## config.mk

```make
export PLATFORM = sky130hd
export DESIGN_NAME = morse_code_decoder
export DESIGN_NICKNAME = d
export VERILOG_FILES = /design/src/rtl/mcd_pkg.sv /design/src/rtl/mcd_core.sv /design/src/rtl/mcd_outbuf.sv /design/src/rtl/morse_code_decoder.sv
export SDC_FILE = /design/constraint.sdc
export NUM_CORES = 1
export LEC_CHECK = 0
export BUFFER_PORTS_ARGS = -buffer_cell sky130_fd_sc_hd__buf_2
export CAP_MARGIN = 20
export CORE_MARGIN = 5
export CORE_UTILIZATION = 63
export CTS_CLUSTER_SIZE = 28
export DETAILED_ROUTE_END_ITERATION = 16
export GPL_ROUTABILITY_DRIVEN = 0
export PLACE_DENSITY = 0.81
export SKIP_CTS_REPAIR_TIMING = 1
export SYNTH_ARGS = -nofsm -noshare
export SYNTH_HDL_FRONTEND = slang
export SYNTH_HIERARCHICAL = 1
export SYNTH_SLANG_ARGS = --single-unit
```

## constraint.sdc

```tcl
create_clock -name i_clk -period 7.7 [get_ports i_clk]
set_input_delay 2.31 -clock i_clk [delete_from_list [all_inputs] [get_ports i_clk]]
set_output_delay 2.31 -clock i_clk [all_outputs]
set_load 0.01 [all_outputs]
```

## src/rtl/mcd_pkg.sv

```systemverilog
// Package for the Morse code decoder: constants, types and the code lookup table.
package mcd_pkg;

    // Longest symbol code that can still match
    localparam int MCD_MAX_SYMBOLS = 6;
    localparam int MCD_LEN_W       = $clog2(MCD_MAX_SYMBOLS + 1);
    localparam int MCD_TBL_BITS    = 8;
    localparam int MCD_TBL_N       = 50;

    // Byte codes
    localparam logic [7:0] MCD_CHAR_CR    = 8'h0D;
    localparam logic [7:0] MCD_CHAR_LF    = 8'h0A;
    localparam logic [7:0] MCD_CHAR_SPACE = 8'h20;
    localparam logic [7:0] MCD_CHAR_SLASH = 8'h2F;
    localparam logic [7:0] MCD_CHAR_DOT   = 8'h2E;
    localparam logic [7:0] MCD_CHAR_DASH  = 8'h2D;

    // One table entry: character, symbol count, symbols ('-' = 1, first symbol MSB)
    typedef struct packed {
        logic [7:0]              ch;
        logic [3:0]              len;
        logic [MCD_TBL_BITS-1:0] bits;
    } t_entry;

    // Up to two result words produced by one input word
    typedef struct packed {
        logic [1:0] cnt;
        logic [7:0] ch0;
        logic [7:0] ch1;
    } t_res;

    // Result of a table lookup
    typedef struct packed {
        logic       hit;
        logic [7:0] ch;
    } t_match;

    localparam t_entry MCD_TABLE [MCD_TBL_N] = '{
        '{"A", 4'd2, 8'b00000001}, '{"B", 4'd4, 8'b00001000},
        '{"C", 4'd4, 8'b00001010}, '{"D", 4'd3, 8'b00000100},
        '{"E", 4'd1, 8'b00000000}, '{"F", 4'd4, 8'b00000010},
        '{"G", 4'd3, 8'b00000110}, '{"H", 4'd4, 8'b00000000},
        '{"I", 4'd2, 8'b00000000}, '{"J", 4'd4, 8'b00000111},
        '{"K", 4'd3, 8'b00000101}, '{"L", 4'd4, 8'b00000100},
        '{"M", 4'd2, 8'b00000011}, '{"N", 4'd2, 8'b00000010},
        '{"O", 4'd3, 8'b00000111}, '{"P", 4'd4, 8'b00000110},
        '{"Q", 4'd4, 8'b00001101}, '{"R", 4'd3, 8'b00000010},
        '{"S", 4'd3, 8'b00000000}, '{"T", 4'd1, 8'b00000001},
        '{"U", 4'd3, 8'b00000001}, '{"V", 4'd4, 8'b00000001},
        '{"W", 4'd3, 8'b00000011}, '{"X", 4'd4, 8'b00001001},
        '{"Y", 4'd4, 8'b00001011}, '{"Z", 4'd4, 8'b00001100},
        '{"0", 4'd5, 8'b00011111}, '{"1", 4'd5, 8'b00001111},
        '{"2", 4'd5, 8'b00000111}, '{"3", 4'd5, 8'b00000011},
        '{"4", 4'd5, 8'b00000001}, '{"5", 4'd5, 8'b00000000},
        '{"6", 4'd5, 8'b00010000}, '{"7", 4'd5, 8'b00011000},
        '{"8", 4'd5, 8'b00011100}, '{"9", 4'd5, 8'b00011110},
        '{".", 4'd6, 8'b00010101}, '{",", 4'd6, 8'b00110011},
        '{"?", 4'd6, 8'b00001100}, '{"!", 4'd6, 8'b00101011},
        '{":", 4'd6, 8'b00111000}, '{";", 4'd6, 8'b00101010},
        '{"=", 4'd5, 8'b00010001}, '{"-", 4'd6, 8'b00100001},
        '{"+", 4'd5, 8'b00001010}, '{"_", 4'd6, 8'b00001101},
        '{"(", 4'd5, 8'b00010110}, '{")", 4'd6, 8'b00101101},
        '{"/", 4'd5, 8'b00010010}, '{"@", 4'd6, 8'b00011010}
    };

    // Parallel compare of a closed code against every table entry
    function automatic t_match mcd_lookup(input logic [MCD_LEN_W-1:0] len,
                                          input logic [MCD_MAX_SYMBOLS-1:0] pat);
        t_match m;
        m.hit = 1'b0;
        m.ch  = '0;
        for (int i = 0; i < MCD_TBL_N; i++) begin
            if ((4'(len) == MCD_TABLE[i].len) &&
                (MCD_TBL_BITS'(pat) == MCD_TABLE[i].bits)) begin
                m.hit = 1'b1;
                m.ch  = MCD_TABLE[i].ch;
            end
        end
        return m;
    endfunction

endpackage

```

## src/rtl/mcd_core.sv

```systemverilog
// Decode core: pending code state, symbol handling and table lookup per word.
module mcd_core (
    input  logic        i_clk,
    input  logic        i_rst_n,
    input  logic        i_take,      // registered word is consumed this cycle
    input  logic [7:0]  i_byte,
    input  logic        i_eom,
    output mcd_pkg::t_res o_res
);
    import mcd_pkg::*;

    logic [MCD_MAX_SYMBOLS-1:0] r_pat, n_pat;
    logic [MCD_LEN_W-1:0]       r_len, n_len;
    logic                       r_inv, n_inv;
    logic [1:0]                 r_run, n_run;

    logic                       is_crlf, is_space, is_slash, is_sym, is_mark;
    logic                       pending, close1, emit_space, closing, char_ok;
    logic [1:0]                 run_inc;
    logic [MCD_MAX_SYMBOLS-1:0] a_pat, sel_pat;
    logic [MCD_LEN_W-1:0]       a_len, sel_len;
    logic                       a_inv, sel_inv;
    t_match                     match;

    // Byte classification
    assign is_crlf  = (i_byte == MCD_CHAR_CR) || (i_byte == MCD_CHAR_LF);
    assign is_space = (i_byte == MCD_CHAR_SPACE);
    assign is_slash = (i_byte == MCD_CHAR_SLASH);
    assign is_sym   = !is_crlf && !is_space && !is_slash;
    assign is_mark  = (i_byte == MCD_CHAR_DOT) || (i_byte == MCD_CHAR_DASH);

    assign pending    = (r_len != '0) || r_inv;
    assign run_inc    = r_run + 2'd1;
    assign close1     = (is_space && (run_inc == 2'd1) && pending) || is_slash;
    assign emit_space = is_slash || (is_space && (run_inc == 2'd3));

    // Code after this byte's own action
    always_comb begin
        a_pat = r_pat;
        a_len = r_len;
        a_inv = r_inv;
        if (close1) begin
            a_pat = '0;
            a_len = '0;
            a_inv = 1'b0;
        end else if (is_sym) begin
            if (r_len >= MCD_LEN_W'(MCD_MAX_SYMBOLS)) begin
                a_inv = 1'b1;
            end else begin
                a_len = r_len + MCD_LEN_W'(1);
                a_pat = {r_pat[MCD_MAX_SYMBOLS-2:0], (i_byte == MCD_CHAR_DASH)};
                a_inv = r_inv | !is_mark;
            end
        end
    end

    // One close at most carries a code: the byte's own or the end-mark flush
    assign closing = close1 || i_eom;
    assign sel_pat = close1 ? r_pat : a_pat;
    assign sel_len = close1 ? r_len : a_len;
    assign sel_inv = close1 ? r_inv : a_inv;
    assign match   = mcd_lookup(sel_len, sel_pat);
    assign char_ok = closing && !sel_inv && match.hit;

    // Result list: character first, then word space
    always_comb begin
        o_res.cnt = {1'b0, char_ok} + {1'b0, emit_space};
        o_res.ch0 = char_ok ? match.ch : MCD_CHAR_SPACE;
        o_res.ch1 = MCD_CHAR_SPACE;
    end

    // Next state
    always_comb begin
        n_pat = a_pat;
        n_len = a_len;
        n_inv = a_inv;
        if (is_crlf) begin
            n_run = r_run;
        end else if (is_space) begin
            if (close1) begin
                n_run = 2'd1;
            end else if (run_inc == 2'd3) begin
                n_run = 2'd0;
            end else begin
                n_run = run_inc;
            end
        end else begin
            n_run = 2'd0;
        end
        if (i_eom) begin
            n_pat = '0;
            n_len = '0;
            n_inv = 1'b0;
            n_run = 2'd0;
        end
    end

    always_ff @(posedge i_clk) begin
        if (!i_rst_n) begin
            r_pat <= '0;
            r_len <= '0;
            r_inv <= 1'b0;
            r_run <= 2'd0;
        end else if (i_take) begin
            r_pat <= n_pat;
            r_len <= n_len;
            r_inv <= n_inv;
            r_run <= n_run;
        end
    end

    // Checks
    a_run_range: assert property (@(posedge i_clk) disable iff (!i_rst_n)
        r_run != 2'd3) else $error("space run out of range");
    a_len_range: assert property (@(posedge i_clk) disable iff (!i_rst_n)
        r_len <= MCD_LEN_W'(MCD_MAX_SYMBOLS)) else $error("code length overrun");
    a_eom_clear: assert property (@(posedge i_clk) disable iff (!i_rst_n)
        (i_take && i_eom) |=> (r_len == '0 && !r_inv && r_run == 2'd0))
        else $error("state not cleared after end mark");
    a_run_empty: assert property (@(posedge i_clk) disable iff (!i_rst_n)
        (r_run != 2'd0) |-> (r_len == '0 && !r_inv))
        else $error("pending code during space run");

endmodule

```

## src/rtl/mcd_outbuf.sv

```systemverilog
// Two-entry result buffer that feeds the output stream one word at a time.
module mcd_outbuf (
    input  logic          i_clk,
    input  logic          i_rst_n,
    input  logic          i_load,
    input  mcd_pkg::t_res i_res,
    output logic          o_can_load,
    output logic          o_m_tvalid,
    input  logic          i_m_tready,
    output logic [7:0]    o_m_tdata,   // [7:0] text_char
    output logic          o_m_tlast    // last_in_run
);
    import mcd_pkg::*;

    logic [1:0] r_cnt;
    logic [7:0] r_ch0, r_ch1;
    logic       r_last0;
    logic       fire;

    assign fire       = o_m_tvalid && i_m_tready;
    assign o_can_load = (r_cnt == 2'd0) || ((r_cnt == 2'd1) && i_m_tready);
    assign o_m_tvalid = (r_cnt != 2'd0);
    assign o_m_tdata  = r_ch0;
    assign o_m_tlast  = r_last0;

    // Count of held words
    always_ff @(posedge i_clk) begin
        if (!i_rst_n) begin
            r_cnt <= 2'd0;
        end else if (i_load) begin
            r_cnt <= i_res.cnt;
        end else if (fire) begin
            r_cnt <= r_cnt - 2'd1;
        end
    end

    // Payload: load replaces both entries, a send shifts the second down
    always_ff @(posedge i_clk) begin
        if (i_load) begin
            r_ch0   <= i_res.ch0;
            r_ch1   <= i_res.ch1;
            r_last0 <= (i_res.cnt == 2'd1);
        end else if (fire) begin
            r_ch0   <= r_ch1;
            r_last0 <= 1'b1;
        end
    end

    // Checks
    a_cnt_range: assert property (@(posedge i_clk) disable iff (!i_rst_n)
        r_cnt != 2'd3) else $error("result count out of range");
    a_two_last: assert property (@(posedge i_clk) disable iff (!i_rst_n)
        (r_cnt == 2'd2) |-> !r_last0) else $error("last flag on first of two");
    a_load_safe: assert property (@(posedge i_clk) disable iff (!i_rst_n)
        (i_load && r_cnt != 2'd0) |-> (r_cnt == 2'd1 && fire))
        else $error("load over a pending word");

endmodule

```

## src/rtl/morse_code_decoder.sv

```systemverilog
// Morse code decoder top level: input register, decode core and result buffer.
// Throughput: one input word per cycle while each yields at most one result and
// the output takes words without stalling; a word that yields two results (code
// closed by '/') holds the single output port for both words. Reset (i_rst_n low,
// synchronous) clears the pending code, the space count and both buffers.
module morse_code_decoder (
    input  logic       i_clk,
    input  logic       i_rst_n,
    input  logic       i_s_tvalid,
    output logic       o_s_tready,
    input  logic [7:0] i_s_tdata,   // [7:0] symbol_byte
    input  logic       i_s_tlast,   // end_of_message
    output logic       o_m_tvalid,
    input  logic       i_m_tready,
    output logic [7:0] o_m_tdata,   // [7:0] text_char
    output logic       o_m_tlast    // last_in_run
);
    import mcd_pkg::*;

    logic       r_vld;
    logic [7:0] r_byte;
    logic       r_eom;
    logic       take, can_load, load;
    t_res       res;

    // Registered word advances when it yields nothing or the buffer has room
    assign take       = r_vld && ((res.cnt == 2'd0) || can_load);
    assign load       = take && (res.cnt != 2'd0);
    assign o_s_tready = !r_vld || take;

    // Input register
    always_ff @(posedge i_clk) begin
        if (!i_rst_n) begin
            r_vld <= 1'b0;
        end else if (o_s_tready) begin
            r_vld <= i_s_tvalid;
        end
    end

    always_ff @(posedge i_clk) begin
        if (o_s_tready && i_s_tvalid) begin
            r_byte <= i_s_tdata;
            r_eom  <= i_s_tlast;
        end
    end

    mcd_core u_core (
        .i_clk   (i_clk),
        .i_rst_n (i_rst_n),
        .i_take  (take),
        .i_byte  (r_byte),
        .i_eom   (r_eom),
        .o_res   (res)
    );

    mcd_outbuf u_outbuf (
        .i_clk      (i_clk),
        .i_rst_n    (i_rst_n),
        .i_load     (load),
        .i_res      (res),
        .o_can_load (can_load),
        .o_m_tvalid (o_m_tvalid),
        .i_m_tready (i_m_tready),
        .o_m_tdata  (o_m_tdata),
        .o_m_tlast  (o_m_tlast)
    );

endmodule

```

# ---- After elaboration in Yosys (flattened, before gate mapping)
# Index checks and enable logic that the tools add are counted.
dict set report op_classes {
  n_shift 0
  reduce_logical 85
  n_eq_ne 47
  div 0
  n_mux 77
  n_lt_le_gt_ge 1
  bitwise_logic 1
  n_mul 0
  n_addsub 4
}
# operator count
set ops {}
lappend ops {{$mux 9} 50}
lappend ops {{$logic_and 1x1->1} 62}
lappend ops {{$eq 6x5->1 const B} 10}
lappend ops {{$eq 6x4->1 const B} 7}
lappend ops {{$eq 6x6->1 const B} 6}
lappend ops {{$eq 8x6->1 const B} 4}
lappend ops {{$mux 6} 5}
lappend ops {{$eq 6x3->1 const B} 4}
lappend ops {{$mux 8} 3}
lappend ops {{$eq 8x4->1 const B} 2}
lappend ops {{$mux 3} 5}
lappend ops {{$mux 2} 7}
lappend ops {{$eq 6x2->1 const B} 2}
lappend ops {{$eq 3x3->1 const B} 3}
lappend ops {{$logic_or 1x1->1} 9}
lappend ops {{$mux 1} 7}
lappend ops {{$eq 2x1->1 const B} 3}
lappend ops {{$eq 3x2->1 const B} 2}
lappend ops {{$eq 6x1->1 const B} 1}
lappend ops {{$logic_not 1->1} 6}
lappend ops {{$logic_not 6->1} 1}
lappend ops {{$reduce_bool 2->1} 3}
lappend ops {{$logic_not 2->1} 2}
lappend ops {{$add 3x1->3 const B} 1}
lappend ops {{other kinds (10)} 10}
dict set report totals {
  register_bits 33
  out_inout_bits 11
  rom_bits 0
  n_memories 0
  inputBits 13
  ramBits 0
  latch_bits 0
}

# ---- Logic depth before layout (Yosys ltp)
# Gate-level depths: netlist of the first run.
dict set report depth {
  depth_word 67
  depth_mapped 22
  mapped_depth_nobuf 18
}

# ---- Hierarchy
# The synthesis of the first run kept the hierarchy.
# module n_inst seq_area_each_um2 cells_each area_per_inst_um2
set by_module_without_submodules {}
lappend by_module_without_submodules {mcd_core 1 240.2 405 2707.6}
lappend by_module_without_submodules {mcd_outbuf 1 550.5 47 773.2}
lappend by_module_without_submodules {morse_code_decoder 1 290.3 19 341.6}

# ---- Worst setup path before layout of the first run
# No wires, ideal clock.
dict set report synth_path {
  path_kind {register to output}
  from {register u_core.r_len[0]}
  to {output port o_s_tready}
  path_buffers 1
  slack_ps 1575
  t_arrival_ps 3815
  required_ps 5390
  path_stages_with_launch 16
  cell_sequence {dfxtp_1 -> clkbuf_1 -> inv_1 -> ha_1 -> o21ai_1 -> o221ai_1 -> nor3_1 -> o21ai_1 -> nor3b_1 -> o2111ai_1 -> nor4_4 -> nor2_1 -> ha_1 -> o21ai_2 -> nor2_2 -> inv_1}
}
# item line
set synth_lines {}
lappend synth_lines {{start: declaration} mcd_core.sv:13} ;# logic [MCD_LEN_W-1:0] r_len, n_len;
lappend synth_lines {{start signal: assignment} mcd_core.sv:106} ;# r_len <= n_len;
lappend synth_lines {{end: declaration} morse_code_decoder.sv:10} ;# output logic o_s_tready,

==> flow_metrics.tcl, run 1 <==
set metrics [dict create \
    cap_viol_max_count 0 \
    vias_per_cell 7.04 \
    synth_area_mm2 0.00382 \
    fmax_ghz 0.137 \
    finalCritPeriodShare_pct 94.9 \
    io_pins 24 \
    path_clk_slew_ps 70 \
    cts.sink_count 41 \
    fillers 504 \
    setup_tns_ps 0 \
    cp-start-kind "register" \
    start_util_pct 64.6 \
    grt_pass1_vias 3781 \
    dpl.hpwl_mm 7.94 \
    syn_area_per_cell_um2 8.12 \
    power_leakage_nw 1.35 \
    setup_viol 0 \
    synth_area_leaders "edfxtp_1, dfxtp_1, nand2_1, nor2_1, mux2_2" \
    fin_skew_ps 11.0 \
    relSlewSlack_pct 36.8 \
    yosysTopAreaCellShare_pct 20.4 \
    final_hold_viol_count 0 \
    drtIter0Drc 625 \
    rows 28 \
    ys_ff_latch 41 \
    pre_cts_slack_ps 757 \
    drtPass1Iterations 7 \
    whs_path_depth 2 \
    post-synth-top-area-cell "edfxtp_1" \
    fin_cells 558 \
    tightest_slew_ps 948 \
    ys.flop_type "edfxtp_1" \
    hold_path.class "reg2reg" \
    seq_area_mm2 0.00108 \
    drc 0 \
    vias 3930 \
    min_period_ps 7310 \
    nNetsFinal 501 \
    overflow 0 \
    synth_cell_types 79 \
    worst_ir_drop_vdd_mv 0.133 \
    multi_input_area_mm2 0.00249 \
    portBuffers 23 \
    dieArea_mm2 0.00773 \
    synth_edf_count 26 \
    grt_pass1_wl_mm 17.7 \
    areaGrowthSynthToFinish_pct 4.98 \
    cts_tree "done" \
    crit_path_end_kind "output port" \
    fin_util_pct 67.8 \
    rr_worst_depth 17 \
    cts_root_buf "clkbuf_8" \
    antenna_found_initial 0 \
    grt_usage_pct 28.9 \
    syn_inst 471 \
    die_w_um 87.9 \
    die-height_um 87.9 \
    core_area_mm2 0.00592 \
    drv_slew 0 \
    cts_buffer_depth 2 \
    diodes 0 \
    grt_max_degree 28 \
    rsz0062_at_grt "no" \
    worst-endpoint-arrival_ps 5000 \
    design_area_mm2 0.00401 \
    power_density_mw_per_mm2 114 \
    async_flop_share_pct 0 \
    clock_latency_ps 290 \
    dpl_cell_area_mm2 0.00393 \
    setup_slack_ps 393 \
    worstSetupPathType "reg2out" \
    required_ps 5390 \
    dpl.cell_count 550 \
    yosys_warnings 6 \
    ant_nets 0 \
    timing.hold.ws_ps 520 \
    drive_gt1_share_pct 14.9 \
    status "completed" \
    ys_seq_area_share_pct 28.3 \
    wire_per_inst_um 19.2 \
    htreeDepth 2 \
    drt-total-wl_mm 10.7 \
    finalPower_uw 457 \
    cts_buffers 5 \
    cp_max_fo 16 \
]
-- registers in the layout, summed over array words and instances (netlist names) --
signal,count
u_outbuf/o_m_tdata,8
u_core/r_inv,1
u_outbuf/o_m_tlast,1
r_eom,1
u_outbuf/r_ch1,8
u_outbuf/r_cnt,2
r_byte,8
u_core/r_pat,6
u_core/r_run,2
r_vld,1
u_core/r_len,3
-- cell type report --
class                           instances  area share, %
Tap cell                               75           2.34
Multi-Input combinational cell        382           62.0
Clock inverter                          3          0.437
Sequential cell                        41           26.9
Clock buffer                            5           1.71
Inverter                               18           1.68
Timing Repair Buffer                   34           4.93
-- synthesized netlist by cell type (all sizes together), types with 14 or more instances --
cell type   n
nand3      26
a21oi      24
buf        21
inv        17
nand2      47
clkbuf     16
mux2       14
nor2b      15
edfxtp     26
dfxtp      15
o21ai      27
nor2       43
-- final timing paths --
| check | from | end | slack, ps |
|---|---|---|---|
| max | u_core/r_len[0] | o_s_tready | 390 |
| min | u_core/r_run[1] | u_core/r_run[1] | 520 |
| max reg2reg | u_core/r_len[0] | u_core/r_pat[1] | 2110 |
| min reg2reg | u_core/r_run[1] | u_core/r_run[1] | 520 |
-- layout by cell type (no fill, tap or decap), types with 15 or more instances in the layout --
cell type and instances:
nand2_1 47, nor2_1 42, edfxtp_1 26, nand3_1 26, a21oi_1 24, o21ai_0 24
buf_2 23, inv_1 17, dfxtp_1 15
-- critical path, cell delays in order, from the launching register on --
cell      delay, ps
dfxtp_1         550
inv_1           200
ha_1            310
o21ai_1         420
a41o_1          750
mux2i_4         370
o22ai_1         130
or4_4           590
nand3b_4        190
nor4_4          340
nor2_1          130
ha_1            370
o21ai_2          80
nor2_2          120
inv_1            50
buf_2           130
-- cell families (layout without fill, tap and decap cells) --
| kind of cell | Yosys count | count (layout) | share of synthesized area [%] |
|---|---|---|---|
| and+or+nand+nor | 203 | 203 | 28.4 |
| AOI/OAI and AO/OA | 140 | 140 | 26.5 |
| buffers and inverters | 55 | 60 | 7.36 |
| DFF | 41 | 41 | 28.3 |
| muxes | 21 | 21 | 6.61 |
| adders and majority gates | 6 | 6 | 1.96 |
| xor gates and xnor gates | 3 | 3 | 0.688 |
| other | 2 | 9 | 0.196 |
-- per-layer routing --
metal	wire [µm]	vias to the layer above	GRT usage, %
met5	0	-	0
met4	486	0	14.9
met3	1070	60	6.77
met2	5000	292	46.9
met1	4170	1772	35.8
li1	-	1806	-
-- where the power goes --
| group | internal [mW] | switching, mW | total (mW) |
|---|---|---|---|
| Combinational | 0.0274 | 0.0430 | 0.0704 |
| Clock | 0.0627 | 0.0730 | 0.136 |
| Sequential | 0.244 | 0.00743 | 0.251 |
(Power assumes the default switching activity.)
==> inputs of run 2 (changes only) <==
CORE_UTILIZATION = 30   (was 63)
PLACE_DENSITY = 0.44   (was 0.81)
==> flow_metrics.tcl, run 2 (synthesis results as in run 1) <==
set metrics [dict create \
    status "completed" \
    ant_nets 0 \
    path_clk_slew_ps 60 \
    rr_worst_depth 15 \
    final_common_cell "nand2_1" \
    drt-total-wl_mm 12.6 \
    drive_gt1_share_pct 16.0 \
    dpl.cell_count 653 \
    nNetsFinal 507 \
    antenna_found_initial 0 \
    relSlewSlack_pct 39.2 \
    fmax_ghz 0.138 \
    most-common-layout-cells "nand2_1, nor2_1, edfxtp_1, nand3_1" \
    setup_tns_ps 0 \
    die_w_um 123 \
    seq_area_mm2 0.00108 \
    drc 0 \
    crit_cells 16 \
    fillers 1329 \
    vias 3867 \
    overflow 0 \
    htreeDepth 2 \
    vias_per_cell 5.85 \
    critPathBufInv 3 \
    drtIter0Drc 448 \
    r2r_slack_ps 2200 \
    hold_path_startpoint "u_core/r_inv" \
    drtPass1Iterations 5 \
    cap_viol_max_count 0 \
    slowest_delay_ps 550 \
    fin_skew_ps 4.84 \
    grt_pass1_vias 3718 \
    multi_input_area_mm2 0.00249 \
    worstSetupPathType "reg2out" \
    cts_buffer_depth 2 \
    io_pins 24 \
    cp_max_fo 10 \
    final_hold_viol_count 0 \
    portBuffers 23 \
    cp-start-kind "register" \
    grt_pass1_wl_mm 20.6 \
    core_area_mm2 0.0126 \
    hold_path.class "reg2reg" \
    grt_usage_pct 17.3 \
    setup_viol 0 \
    cp_cell_sequence "inv_1, ha_1, o21ai_1, nand4_1, nand2_1, o21ai_0, o22ai_1, nor3b_1, o2111ai_1, nor4_4, nor2_1, ha_1, o21ai_2, nor2_2, inv_1, buf_2" \
    clock_latency_ps 280 \
    critical_path.top_delay_family "simple AND/OR/NAND/NOR gates" \
    cts_root_buf "clkbuf_16" \
    dpl.hpwl_mm 9.44 \
    cp_slowest_cell "dfxtp_1" \
    wire_per_inst_um 19.0 \
    rows 41 \
    min_period_ps 7240 \
    areaGrowthSynthToFinish_pct 11.1 \
    rsz0062_at_grt "no" \
    crit_path_end_kind "output port" \
    drv_slew 0 \
    whs_path_depth 2 \
    grt_max_degree 31 \
    finalPower_uw 522 \
    tightest_slew_ps 889 \
    diodes 0 \
    cp-startpoint "u_core/r_len[0]" \
    power_leakage_nw 1.40 \
    die-height_um 123 \
    worst-endpoint-arrival_ps 4930 \
    cts.sink_count 41 \
    fin_cells 661 \
    cts_tree "done" \
    cts_buffers 5 \
    worst_ir_drop_vdd_mv 0.152 \
    required_ps 5390 \
    finalCritPeriodShare_pct 94.0 \
    power_density_mw_per_mm2 123 \
    start_util_pct 30.4 \
    r2r_start "u_core/r_len[0]" \
    dieArea_mm2 0.0151 \
]
-- run 2: changes by cell type in the layout (fill, tap and decap cells not counted), sizes merged --
cell	delta
clkbuf	+1
buf	+6
clkinv	-2
clkinvlp	+1
-- run 2: report_power, final --
group          switching (mW)  internal (mW)
sequential            0.00755          0.244
clock                  0.0790          0.119
combinational          0.0444         0.0281
total                   0.131          0.391
-- run 2: cell type report --
class,count,share of cell area (%)
inverters,18,1.59
flip-flops and latches,41,25.5
clock buffers,6,3.03
well taps,172,5.07
clock inverters,2,0.265
repair buffers,40,6.01
multi-input cells,382,58.6
-- run 2: final timing paths --
| path | to |
|---|---|
| setup / recovery | o_s_tready |
| hold / removal | u_core/r_inv |
| setup reg to reg | r_byte[4] |
| hold reg to reg | u_core/r_inv |
-- run 2: per-stage QoR --
stage                     setup WS (ps)  util [%]  hold WS, ps  area (µm²)
after floorplan                    1570         -          463        3850
after global routing                128      33.8          559        4250
after detailed placement            577      32.7          500        4110
after CTS                           262      33.8          522        4250
after global placement              720      32.7          489        4110
final                               461      33.8          524        4250
-- run 2: metal layers --
metal	vias to the layer above	GRT usage, %	share of wire (%)
met5	-	0	0
met4	0	9.03	4.1
met3	38	3.41	7.8
met2	220	26.0	45
met1	1799	23.4	44
li1	1810	-	-
-- run 2: worst reg2reg max path, stage by stage, from the launching register on --
cell	delay [ps]
dfxtp_1	550
inv_1	210
ha_1	320
o21ai_1	420
nand4_1	540
nand2_1	380
o21ai_0	150
o22ai_1	180
nor3b_1	250
o2111ai_1	270
nor4_4	520
nor2_1	120
ha_1	340
o21ai_2	170
nor2_2	60
nor2b_1	640
